**config.mk**
```make
export PLATFORM = sky130hd
export DESIGN_NAME = tcw_ctrl
export DESIGN_NICKNAME = d
export VERILOG_FILES = /design/src/hw/rtl/tcw_pkg.sv /design/src/hw/rtl/tcw_ctrl.sv
export SDC_FILE = /design/constraint.sdc
export NUM_CORES = 1
export LEC_CHECK = 0
export BUFFER_PORTS_ARGS = -buffer_cell sky130_fd_sc_hd__buf_2
export CAP_MARGIN = 15
export CORE_AREA = 2 2 39 41
export CTS_BUF_LIST = sky130_fd_sc_hd__clkbuf_8
export DETAILED_ROUTE_END_ITERATION = 6
export DIE_AREA = 0 0 41 43
export SLEW_MARGIN = 10
export SYNTH_ARGS = -nofsm -noshare
export SYNTH_HDL_FRONTEND = slang
export SYNTH_SLANG_ARGS = --single-unit
```
**constraint.sdc**
```tcl
create_clock -name i_clk -period 1.3 [get_ports i_clk]
set_clock_uncertainty 0.15 [all_clocks]
set_input_delay 0.26 -clock i_clk [delete_from_list [all_inputs] [get_ports i_clk]]
set_output_delay 0.26 -clock i_clk [all_outputs]
set_load 0.02 [all_outputs]
```
**src/hw/rtl/tcw_pkg.sv**
```systemverilog
// Shared types and constants of the text console writer.
// No dependencies; used by tcw_ctrl, tcw_dp and text_console_writer_top.
package tcw_pkg;

    // operation codes
    localparam logic [2:0] FN_PUT       = 3'd0;
    localparam logic [2:0] FN_BACKSPACE = 3'd1;
    localparam logic [2:0] FN_FILL      = 3'd2;
    localparam logic [2:0] FN_SET_CUR   = 3'd3;
    localparam logic [2:0] FN_READ      = 3'd4;

    // configuration register indexes
    localparam logic [0:0] CFG_DEFAULT_ATTR = 1'b0;
    localparam logic [0:0] CFG_ERROR_ATTR   = 1'b1;

    localparam logic [7:0] DEFAULT_ATTR_RST = 8'd15;
    localparam logic [7:0] ERROR_ATTR_RST   = 8'd244;

    // character codes
    localparam logic [7:0] CH_NEWLINE = 8'd10;
    localparam logic [7:0] CH_SPACE   = 8'd32;
    localparam logic [7:0] CH_ERROR   = 8'd69;

    // controller to datapath
    typedef struct packed {
        logic latch;      // capture the input word
        logic exec;       // run the single-cycle part of the operation
        logic rd_load;    // take read data into the result
        logic clr_step;   // clear one cell at the sweep counter
        logic fill_step;  // fill one cell at the sweep counter
        logic copy_step;  // issue one scroll copy at the sweep counter
    } t_cmd;

    // datapath to controller
    typedef struct packed {
        logic go_fill;
        logic go_scroll;
        logic go_read;
        logic swp_last;
    } t_sts;

endpackage

```
**src/hw/rtl/tcw_ctrl.sv**
```systemverilog
// Sequencer of the text console writer: clear pass, execute, read wait,
// fill and scroll sweeps. Depends on tcw_pkg.
module tcw_ctrl (
    input  logic          i_clk,
    input  logic          i_rst_n,
    input  logic          i_start,
    output logic          o_busy,
    output logic          o_done,
    output tcw_pkg::t_cmd o_cmd,
    input  tcw_pkg::t_sts i_sts
);

    typedef enum logic [2:0] {
        ST_CLEAR,
        ST_IDLE,
        ST_EXEC,
        ST_READ,
        ST_FILL,
        ST_SCROLL,
        ST_DRAIN
    } t_state;

    t_state r_state;
    logic   r_done;

    always_ff @(posedge i_clk) begin
        if (!i_rst_n) begin
            r_state <= ST_CLEAR;
            r_done  <= 1'b0;
        end else begin
            r_done <= 1'b0;
            case (r_state)
                ST_CLEAR: begin
                    if (i_sts.swp_last) r_state <= ST_IDLE;
                end
                ST_IDLE: begin
                    if (i_start) r_state <= ST_EXEC;
                end
                ST_EXEC: begin
                    if (i_sts.go_fill) begin
                        r_state <= ST_FILL;
                    end else if (i_sts.go_scroll) begin
                        r_state <= ST_SCROLL;
                    end else if (i_sts.go_read) begin
                        r_state <= ST_READ;
                    end else begin
                        r_state <= ST_IDLE;
                        r_done  <= 1'b1;
                    end
                end
                ST_READ: begin
                    r_state <= ST_IDLE;
                    r_done  <= 1'b1;
                end
                ST_FILL: begin
                    if (i_sts.swp_last) begin
                        r_state <= ST_IDLE;
                        r_done  <= 1'b1;
                    end
                end
                ST_SCROLL: begin
                    if (i_sts.swp_last) r_state <= ST_DRAIN;
                end
                ST_DRAIN: begin
                    // last copy write lands this cycle
                    r_state <= ST_IDLE;
                    r_done  <= 1'b1;
                end
                default: begin
                    r_state <= ST_IDLE;
                end
            endcase
        end
    end

    always_comb begin
        o_cmd           = '0;
        o_cmd.latch     = (r_state == ST_IDLE) && i_start;
        o_cmd.exec      = (r_state == ST_EXEC);
        o_cmd.rd_load   = (r_state == ST_READ);
        o_cmd.clr_step  = (r_state == ST_CLEAR);
        o_cmd.fill_step = (r_state == ST_FILL);
        o_cmd.copy_step = (r_state == ST_SCROLL);
    end

    assign o_busy = (r_state != ST_IDLE);
    assign o_done = r_done;

endmodule

```
==> impl_metrics.env, run 1 <==
export IMPL_status="finished, violations left"
export IMPL_violations="setup timing"
export IMPL_place_inst=70
export IMPL_num_vias=376
export IMPL_hold_path_class="in2reg"
export IMPL_cts_root_buf="clkbuf_8"
export IMPL_switching_share_pct=25.8
export IMPL_grt_pass1_wl_um=1430
export IMPL_setup_tns_final_ns=-1.24
export IMPL_ys_flop_type="dfxtp_1"
export IMPL_static_leakage_power_nw=0.283
export IMPL_dieArea_mm2=0.00176
export IMPL_period_needed_ns=1.47
export IMPL_layout_drive_gt1_share_pct=67.7
export IMPL_final_area_um2=586
export IMPL_cts_made_buffers=3
export IMPL_place_gp_congestion=0.758
export IMPL_power_density_mw_per_mm2=972
export IMPL_fin_ws_ns=-0.175
export IMPL_cp_end_kind="output pin"
export IMPL_slowest_delay_ns=0.32
export IMPL_synth_area_um2=283
export IMPL_yosys_area_share_xor_xnor_pct=0
export IMPL_final_util_pct=42.3
export IMPL_io_buffers=14
export IMPL_fin_nets=74
export IMPL_hold_start="i_rst_n"
export IMPL_synth_edff_count=0
export IMPL_cts_path_max_buffers=2
export IMPL_fp_row_count=14
export IMPL_worstMarginPinSlew_ns=0.244
export IMPL_clk_latency_ns=0.21
export IMPL_wire_per_inst_um=11.5
export IMPL_comb_power_share_pct=30.1
export IMPL_track_usage_pct=11.8
export IMPL_grt_max_degree=10
export IMPL_clkPwrFrac_pct=45.5
export IMPL_synth_cell_types=23
export IMPL_p_sw_uw=147
export IMPL_netlist_area_leader_share_pct=28.3
export IMPL_ys_seq_area_share_pct=28.3
export IMPL_postCtsHoldBufs=0
export IMPL_placed_cell_area_um2=412
export IMPL_irDropWorstVdd_uv=617
export IMPL_firstDrtPassIters=3
export IMPL_rsz0062_at_grt="yes"
export IMPL_antenna_left=0
export IMPL_synthArstFlopShare_pct=0
export IMPL_via_per_inst=4.64
export IMPL_cp_slowest_cell="dfxtp_2"
export IMPL_fin_crit_sh_pct=113
export IMPL_diodes=0
export IMPL_syn_to_final_growth_pct=107
export IMPL_core_mm2=0.00138
export IMPL_hold_viol=0
export IMPL_dp_final_hpwl_um=562
export IMPL_cap_violations=0
export IMPL_reg2reg_from="r_state[2]"
export IMPL_ys_seq_elements=4
export IMPL_antenna_found_initial=0
export IMPL_grt_ovfl_total=0
export IMPL_yosys_top_cells_count="dfxtp_1, nor3_1, nand2_1, nor2_1"
export IMPL_drcViolationCount=0
export IMPL_ys_warn_count=0
export IMPL_synth_fp_nets=43
export IMPL_worstPathRequired_ns=0.89
export IMPL_regArea_um2=88.8
export IMPL_synth_avg_cell_area_um2=7.85
export IMPL_clkSinkCount=4
export IMPL_cp_cell_sequence="and2b_1 -> nand2b_1 -> nor2_2 -> buf_4"
export IMPL_slew_headroom_pct=83.6
export IMPL_start_kind="flip-flop"
export IMPL_clk_pin_slew_ns=0.03
export IMPL_synth_top_family_by_area="simple AND/OR/NAND/NOR gates"
export IMPL_synthAdderAreaFrac_pct=0
export IMPL_p_int_uw=423
export IMPL_die_y_um=43
export IMPL_critPathLaunch="r_state[1]"
export IMPL_finalSetupViolations=10
export IMPL_critPathKind="reg2out"
export IMPL_stdcell_count=81
export IMPL_multi_input_area_um2=215
export IMPL_synthTopCellsByArea="dfxtp_1, nor3_1, and2_1"
export IMPL_htreeDepth=1
export IMPL_worstPathMaxFanout=5
export IMPL_power_frac_seq_pct=24.5
export IMPL_power_uw=569
export IMPL_die_width_um=41
export IMPL_io_pins=15
export IMPL_drt_iter0_drc=5
export IMPL_synth_compound_area_share_pct=14.6
export IMPL_start_util_pct=20.4
export IMPL_cp_arrival_ns=1.06
export IMPL_synth_largest_area_cell="dfxtp_1"
export IMPL_wl_um=930
export IMPL_cts_tree="yes"
export IMPL_yosys_mux_area_fraction_pct=3.54
export IMPL_grt_pass1_vias=360
export IMPL_fill_cells=143
export IMPL_maxSlewViolCount=0
export IMPL_yosys_area_share_simple_pct=44.7
export IMPL_max_freq_ghz=0.678
export IMPL_syn_inst=36
-- what timing repair did --
action / CTS / global route
endpoints found under the hold margin: 0 / 0
setup buffers: 6 / 2
gates resized for setup: 17 / 8
endpoints found under the setup margin: 10 / 11
pin swaps: 6 / 4
-- power groups by stage --
| stage | combinational (mW) | sequential [mW] | clock [mW] |
|---|---|---|---|
| finish | 0.171 | 0.139 | 0.259 |
| global route | 0.185 | 0.141 | 0.273 |
| CTS | 0.151 | 0.139 | 0.263 |
| detailed placement | 0.115 | 0.141 | 0 |
| global placement | 0.115 | 0.141 | 0 |
| floorplan | 0.0751 | 0.134 | 0 |
-- final cells by class --
class | instances | share of cell area, %
clock buffer | 3 | 7.05
inverter | 1 | 0.641
timing repair buffer | 29 | 37.0
tap | 16 | 3.42
sequential | 4 | 15.2
multi-input combinational | 28 | 36.8
-- flip-flops by register name (all words and copies together) (netlist names) --
| name | count |
|---|---|
| r_state | 3 |
| o_done | 1 |
-- routing by layer --
| layer | up-vias | share of wire [%] | global-route usage (%) |
|---|---|---|---|
| li1 | 186 | - | - |
| met1 | 180 | 38 | 14.5 |
| met2 | 10 | 57 | 18.4 |
| met3 | 0 | 5.3 | 3.14 |
| met4 | 0 | 0 | 4.67 |
| met5 | - | 0 | 0 |
-- worst max-delay path, delay by kind of cell (launching register included) --
kind          cells  cell delay [ns]
flops             1             0.32
buf+inv           1             0.14
simple gates      3             0.39
-- stage by stage --
step           setup slack, ns  hold WS, ns
3_5_place_dp           -0.0557        0.382
2_1_floorplan           -0.140        0.228
4_1_cts                 -0.168        0.164
3_3_place_gp           -0.0451        0.378
5_1_grt                 -0.235        0.207
6_report                -0.175        0.175
-- cells by family after synthesis --
logic type	Yosys count
AND/OR/NAND/NOR	21
AO/OA/AOI/OAI	6
flip-flops	4
buffers and inverters	4
multiplexers	1
-- cell usage in the layout, fill, tap and decap left out, types with 2 or more instances in the layout --
| master | count |
|---|---|
| buf_4 | 16 |
| nor3_2 | 2 |
| nor3b_2 | 2 |
| buf_2 | 8 |
| clkbuf_8 | 3 |
| nor3_1 | 2 |
| buf_6 | 5 |
| dfxtp_4 | 2 |
| nor2_1 | 2 |
| nand2_1 | 3 |
-- worst paths after layout --
| check | endpoint | slack, ns | cells past startpoint |
|---|---|---|---|
| max reg2reg | r_state[1] | -0.15 | 4 |
| max | o_cmd[5] | -0.17 | 4 |
| min reg2reg | r_state[1] | 0.52 | 3 |
| min | o_done | 0.18 | 3 |
Power figures use the tool's default switching activity.
==> run 2: changes to the inputs <==
Settings changed: CTS_BUF_LIST sky130_fd_sc_hd__clkbuf_8 to default.
==> impl_metrics.env, run 2 (synthesized netlist as in run 1, its figures left out) <==
export IMPL_status="finished, violations left"
export IMPL_violations="setup timing"
export IMPL_slowest_delay_ns=0.33
export IMPL_cp_end_kind="output pin"
export IMPL_dp_final_hpwl_um=562
export IMPL_clkPwrFrac_pct=34.4
export IMPL_cp_arrival_ns=1.10
export IMPL_worstPathMaxFanout=5
export IMPL_die_y_um=43
export IMPL_slew_headroom_pct=79.6
export IMPL_hold_start="i_rst_n"
export IMPL_wl_um=983
export IMPL_placed_cell_area_um2=412
export IMPL_final_util_pct=43.1
export IMPL_antenna_found_initial=0
export IMPL_power_frac_seq_pct=28.3
export IMPL_cts_path_max_buffers=2
export IMPL_cts_made_buffers=3
export IMPL_stdcell_count=81
export IMPL_fin_nets=74
export IMPL_clk_latency_ns=0.25
export IMPL_path_depth=4
export IMPL_start_kind="flip-flop"
export IMPL_finalSetupViolations=10
export IMPL_irDropWorstVdd_uv=347
export IMPL_final_cell_mix="buf_4, buf_2, buf_6"
export IMPL_syn_to_final_growth_pct=111
export IMPL_grt_pass1_vias=363
export IMPL_worstMarginPinSlew_ns=0.304
export IMPL_hold_path_class="in2reg"
export IMPL_r2r_setup_slack_ns=-0.05
export IMPL_wire_per_inst_um=12.1
export IMPL_drcViolationCount=0
export IMPL_core_mm2=0.00138
export IMPL_crit_family="simple AND/OR/NAND/NOR gates"
export IMPL_worstPathRequired_ns=0.89
export IMPL_largest_reg_flops=3
export IMPL_p_sw_uw=157
export IMPL_cts_tree="yes"
export IMPL_static_leakage_power_nw=0.284
export IMPL_track_usage_pct=12.9
export IMPL_drt_iter0_drc=2
export IMPL_period_needed_ns=1.51
export IMPL_dieArea_mm2=0.00176
export IMPL_switching_share_pct=31.8
export IMPL_final_area_um2=597
export IMPL_start_util_pct=20.4
export IMPL_io_pins=15
export IMPL_place_gp_congestion=0.758
export IMPL_critPathKind="reg2out"
export IMPL_holdPathStages=3
export IMPL_grt_pass1_wl_um=1480
export IMPL_grt_max_degree=10
export IMPL_max_freq_ghz=0.661
export IMPL_layout_drive_gt1_share_pct=70.8
export IMPL_reg2reg_from="r_state[0]"
export IMPL_fin_ws_ns=-0.212
export IMPL_cap_violations=0
export IMPL_place_inst=70
export IMPL_fill_cells=142
export IMPL_rsz0062_at_grt="yes"
export IMPL_firstDrtPassIters=4
export IMPL_largest_register="r_state"
export IMPL_layout_commonest_cell="buf_4"
export IMPL_rr_worst_depth=4
export IMPL_htreeDepth=1
export IMPL_fp_row_count=14
export IMPL_io_buffers=14
export IMPL_holdPathEnd="o_done"
export IMPL_grt_ovfl_total=0
export IMPL_comb_power_share_pct=37.4
export IMPL_cp_cell_sequence="and2b_1 -> nand2b_1 -> nor2_2 -> buf_4"
export IMPL_cp_slowest_cell="dfxtp_2"
export IMPL_die_width_um=41
export IMPL_hold_viol=0
export IMPL_reg2reg_to="r_state[1]"
export IMPL_antenna_left=0
export IMPL_num_vias=385
export IMPL_path_buf_inv=1
export IMPL_fin_crit_sh_pct=116
export IMPL_p_int_uw=337
export IMPL_cts_root_buf="clkbuf_4"
export IMPL_clk_pin_slew_ns=0.05
export IMPL_maxSlewViolCount=0
export IMPL_diodes=0
export IMPL_clkSinkCount=4
export IMPL_via_per_inst=4.75
export IMPL_power_density_mw_per_mm2=827
[run 2: worst max-delay path by stage]
stage	startpoint	endpoint	slack, ns
CTS	r_state[1]	o_cmd[5]	-0.21
finish	r_state[1]	o_cmd[5]	-0.21
floorplan	r_state[0]	o_cmd[5]	-0.14
global route	r_state[1]	o_cmd[5]	-0.28
global placement	r_state[2]	r_state[1]	-0.05
detailed placement	r_state[2]	r_state[2]	-0.06
[run 2: cell type report]
type                    count  area (µm²)  area share [%]
inverters                   1        3.75           0.629
repair buffers             29         224            37.5
well taps                  16        20.0            3.35
flip-flops and latches      4        88.8            14.9
multi-input cells          28         238            39.8
clock buffers               3        22.5            3.77
[run 2: timing repair]
| action | CTS | global route |
|---|---|---|
| pin swaps | 9 | 4 |
| setup buffers | 7 | 2 |
| endpoints found under the setup margin | 10 | 11 |
| resized for setup | 21 | 8 |
| hold buffers | 0 | 0 |
| hold endpoints to repair | 0 | 0 |
[run 2: worst register-to-register path: stages (launching register included)]
cell and delay, ns:
dfxtp_4 0.37, buf_6 0.10, or4b_1 0.46, o311ai_2 0.09, nor2_1 0.06
[run 2: stage by stage]
step | setup slack [ns] | setup TNS [ns] | hold WS (ns) | power (mW)
6_report | -0.212 | -1.25 | 0.141 | 0.493
5_1_grt | -0.280 | -1.83 | 0.163 | 0.521
3_5_place_dp | -0.0557 | -0.134 | 0.382 | 0.256
3_3_place_gp | -0.0451 | -0.102 | 0.378 | 0.256
4_1_cts | -0.210 | -1.28 | 0.128 | 0.476
2_1_floorplan | -0.140 | -0.375 | 0.228 | 0.209
[run 2: power groups by stage]
stage                     logic [mW]  registers [mW]  clock network [mW]
after floorplan               0.0751           0.134                   0
after global placement         0.115           0.141                   0
after detailed placement       0.115           0.141                   0
after CTS                      0.163           0.139               0.174
after global routing           0.197           0.141               0.183
final                          0.184           0.139               0.170
[run 2: routing by layer]
metal  wire [µm]  vias up  GRT usage, %
li1            -      188             -
met1         379      177          15.5
met2         529       16          18.4
met3          44        4          3.14
met4          30        0          10.0
met5           0        -             0
==> run 3: changes to the inputs <==
Settings changed: ABC_AREA from default to 1, SLEW_MARGIN 10 to 20.
==> impl_metrics.env, run 3 <==
export IMPL_use_met1_pct=15.1
export IMPL_ys_seq_area_share_pct=26.7
export IMPL_irDropWorstVdd_uv=418
export IMPL_fill_cells=153
export IMPL_synth_largest_area_cell="dfxtp_1"
export IMPL_max_freq_ghz=0.704
export IMPL_cts_tree="yes"
export IMPL_drcViolationCount=0
export IMPL_slew_headroom_pct=89.1
export IMPL_grt_max_degree=9
export IMPL_dieArea_mm2=0.00176
export IMPL_wire_per_inst_um=8.71
export IMPL_yosys_mux_area_fraction_pct=0
export IMPL_syn_to_final_growth_pct=90.8
export IMPL_synth_area_um2=300
export IMPL_drt_iter0_drc=11
export IMPL_htreeDepth=1
export IMPL_status="finished, violations left"
export IMPL_pre_cts_ws_ns=0.0387
export IMPL_final_cell_mix="nand2_1, buf_4, buf_2"
export IMPL_ys_seq_elements=4
export IMPL_power_density_mw_per_mm2=1010
export IMPL_cp_arrival_ns=1.01
export IMPL_hold_viol=0
export IMPL_period_needed_ns=1.42
export IMPL_start_kind="flip-flop"
export IMPL_clkPwrFrac_pct=26.6
export IMPL_switching_share_pct=36.8
export IMPL_power_uw=581
export IMPL_rsz0062_at_grt="yes"
export IMPL_static_leakage_power_nw=0.322
export IMPL_synth_fp_nets=63
export IMPL_largest_register="r_state"
export IMPL_finalSetupViolations=7
export IMPL_critPathKind="reg2out"
export IMPL_track_usage_pct=11.2
export IMPL_cts_made_buffers=3
export IMPL_diodes=0
export IMPL_synthArstFlopShare_pct=0
export IMPL_yosys_area_share_xor_xnor_pct=0
export IMPL_die_width_um=41
export IMPL_via_per_inst=4.16
export IMPL_grt_ovfl_total=0
export IMPL_hold_path_class="in2reg"
export IMPL_synth_cell_types=11
export IMPL_use_met2_pct=15.6
export IMPL_clk_pin_slew_ns=0.04
export IMPL_fin_ws_ns=-0.121
export IMPL_clkSinkCount=4
export IMPL_start_util_pct=21.7
export IMPL_gr_max_usage_layer="met2"
export IMPL_io_buffers=14
export IMPL_place_inst=87
export IMPL_cts_root_buf="clkbuf_4"
export IMPL_synth_avg_cell_area_um2=5.36
export IMPL_layout_drive_gt1_share_pct=59.3
export IMPL_fin_nets=90
export IMPL_maxSlewViolCount=0
export IMPL_io_pins=15
export IMPL_cap_violations=0
export IMPL_firstDrtPassIters=5
export IMPL_comb_power_share_pct=44.3
export IMPL_grt_pass1_vias=348
export IMPL_ys_warn_count=0
export IMPL_stdcell_count=97
export IMPL_yosys_area_share_simple_pct=51.2
export IMPL_synth_top_family_by_area="simple AND/OR/NAND/NOR gates"
export IMPL_fin_hold_ws_ns=0.126
export IMPL_power_frac_seq_pct=29.1
export IMPL_num_vias=404
export IMPL_synth_most_common_cell="nand2_1"
export IMPL_synth_edff_count=0
export IMPL_fp_row_count=14
export IMPL_largest_reg_flops=3
export IMPL_p_int_uw=367
export IMPL_core_mm2=0.00138
export IMPL_grt_pass1_wl_um=1360
export IMPL_fin_crit_sh_pct=109
export IMPL_synthAdderAreaFrac_pct=0
export IMPL_worstPathRequired_ns=0.89
export IMPL_ys_flop_type="dfxtp_1"
export IMPL_worstPathMaxFanout=5
export IMPL_antenna_left=0
export IMPL_layout_commonest_cell="nand2_1"
export IMPL_cp_end_kind="output pin"
export IMPL_synth_compound_area_share_pct=5.83
export IMPL_violations="setup timing"
export IMPL_netlist_area_leader_share_pct=26.7
export IMPL_wl_um=845
export IMPL_cts_path_max_buffers=2
export IMPL_synthTopCellsByArea="dfxtp_1, nand2_1, nor2_1"
export IMPL_syn_inst=56
export IMPL_die_y_um=43
export IMPL_clk_latency_ns=0.23
export IMPL_dp_final_hpwl_um=556
export IMPL_antenna_found_initial=0
export IMPL_p_sw_uw=213
export IMPL_yosys_top_cells_count="nand2_1, nor2_1, inv_1, nand3_1"
export IMPL_worstMarginPinSlew_ns=0.163
export IMPL_final_util_pct=41.4
export IMPL_place_gp_congestion=0.796
export IMPL_grt_util_met3_pct=1.57
run 3: stage by stage:
stage	area (µm²)	TNS, ns
after CTS	539	-0.755
after floorplan	303	0
after global routing	573	-1.04
after detailed placement	400	0
final	573	-0.663
after global placement	400	0
run 3: final timing paths:
kind,start,to,slack [ns],cells after the start
min,i_rst_n,r_state[2],0.13,3
max reg2reg,r_state[1],r_state[1],0.09,7
max,r_state[1],o_cmd[1],-0.12,4
min reg2reg,r_state[2],r_state[2],0.49,4
run 3: cell type report:
type | instances | area [µm²] | share of cell area (%)
Tap cell | 16 | 20.0 | 3.49
Multi-Input combinational cell | 39 | 216 | 37.8
Clock buffer | 3 | 22.5 | 3.93
Timing Repair Buffer | 22 | 166 | 29.0
Inverter | 13 | 56.3 | 9.83
Sequential cell | 4 | 91.3 | 15.9
run 3: power groups by stage:
stage | Combinational, mW | Sequential [mW] | Clock, mW
floorplan | 0.115 | 0.152 | 0
global placement | 0.164 | 0.153 | 0
detailed placement | 0.167 | 0.153 | 0
CTS | 0.230 | 0.164 | 0.162
global route | 0.283 | 0.173 | 0.169
finish | 0.257 | 0.169 | 0.155
run 3: repair_timing:
item,4_1_cts,5_1_grt
hold buffers,0,0
setup endpoints to repair,7,8
setup buffers,6,2
pin swaps,3,2
resized for setup,28,8
run 3: logic make-up after synthesis:
kind of cell | Yosys count
flops | 4
buf+inv | 13
simple gates | 36
compound gates | 3
run 3: per-layer routing:
metal	part of all wire, %	vias up	wire length [µm]
met3	6.7	0	57
met4	0	0	0
met5	0	-	0
met2	49	16	417
li1	-	216	-
met1	44	172	371
run 3: critical path, cell delays in order (launching register included):
cell	delay [ns]
dfxtp_4	0.37
nor2_4	0.12
inv_2	0.06
nor2_1	0.08
buf_4	0.14
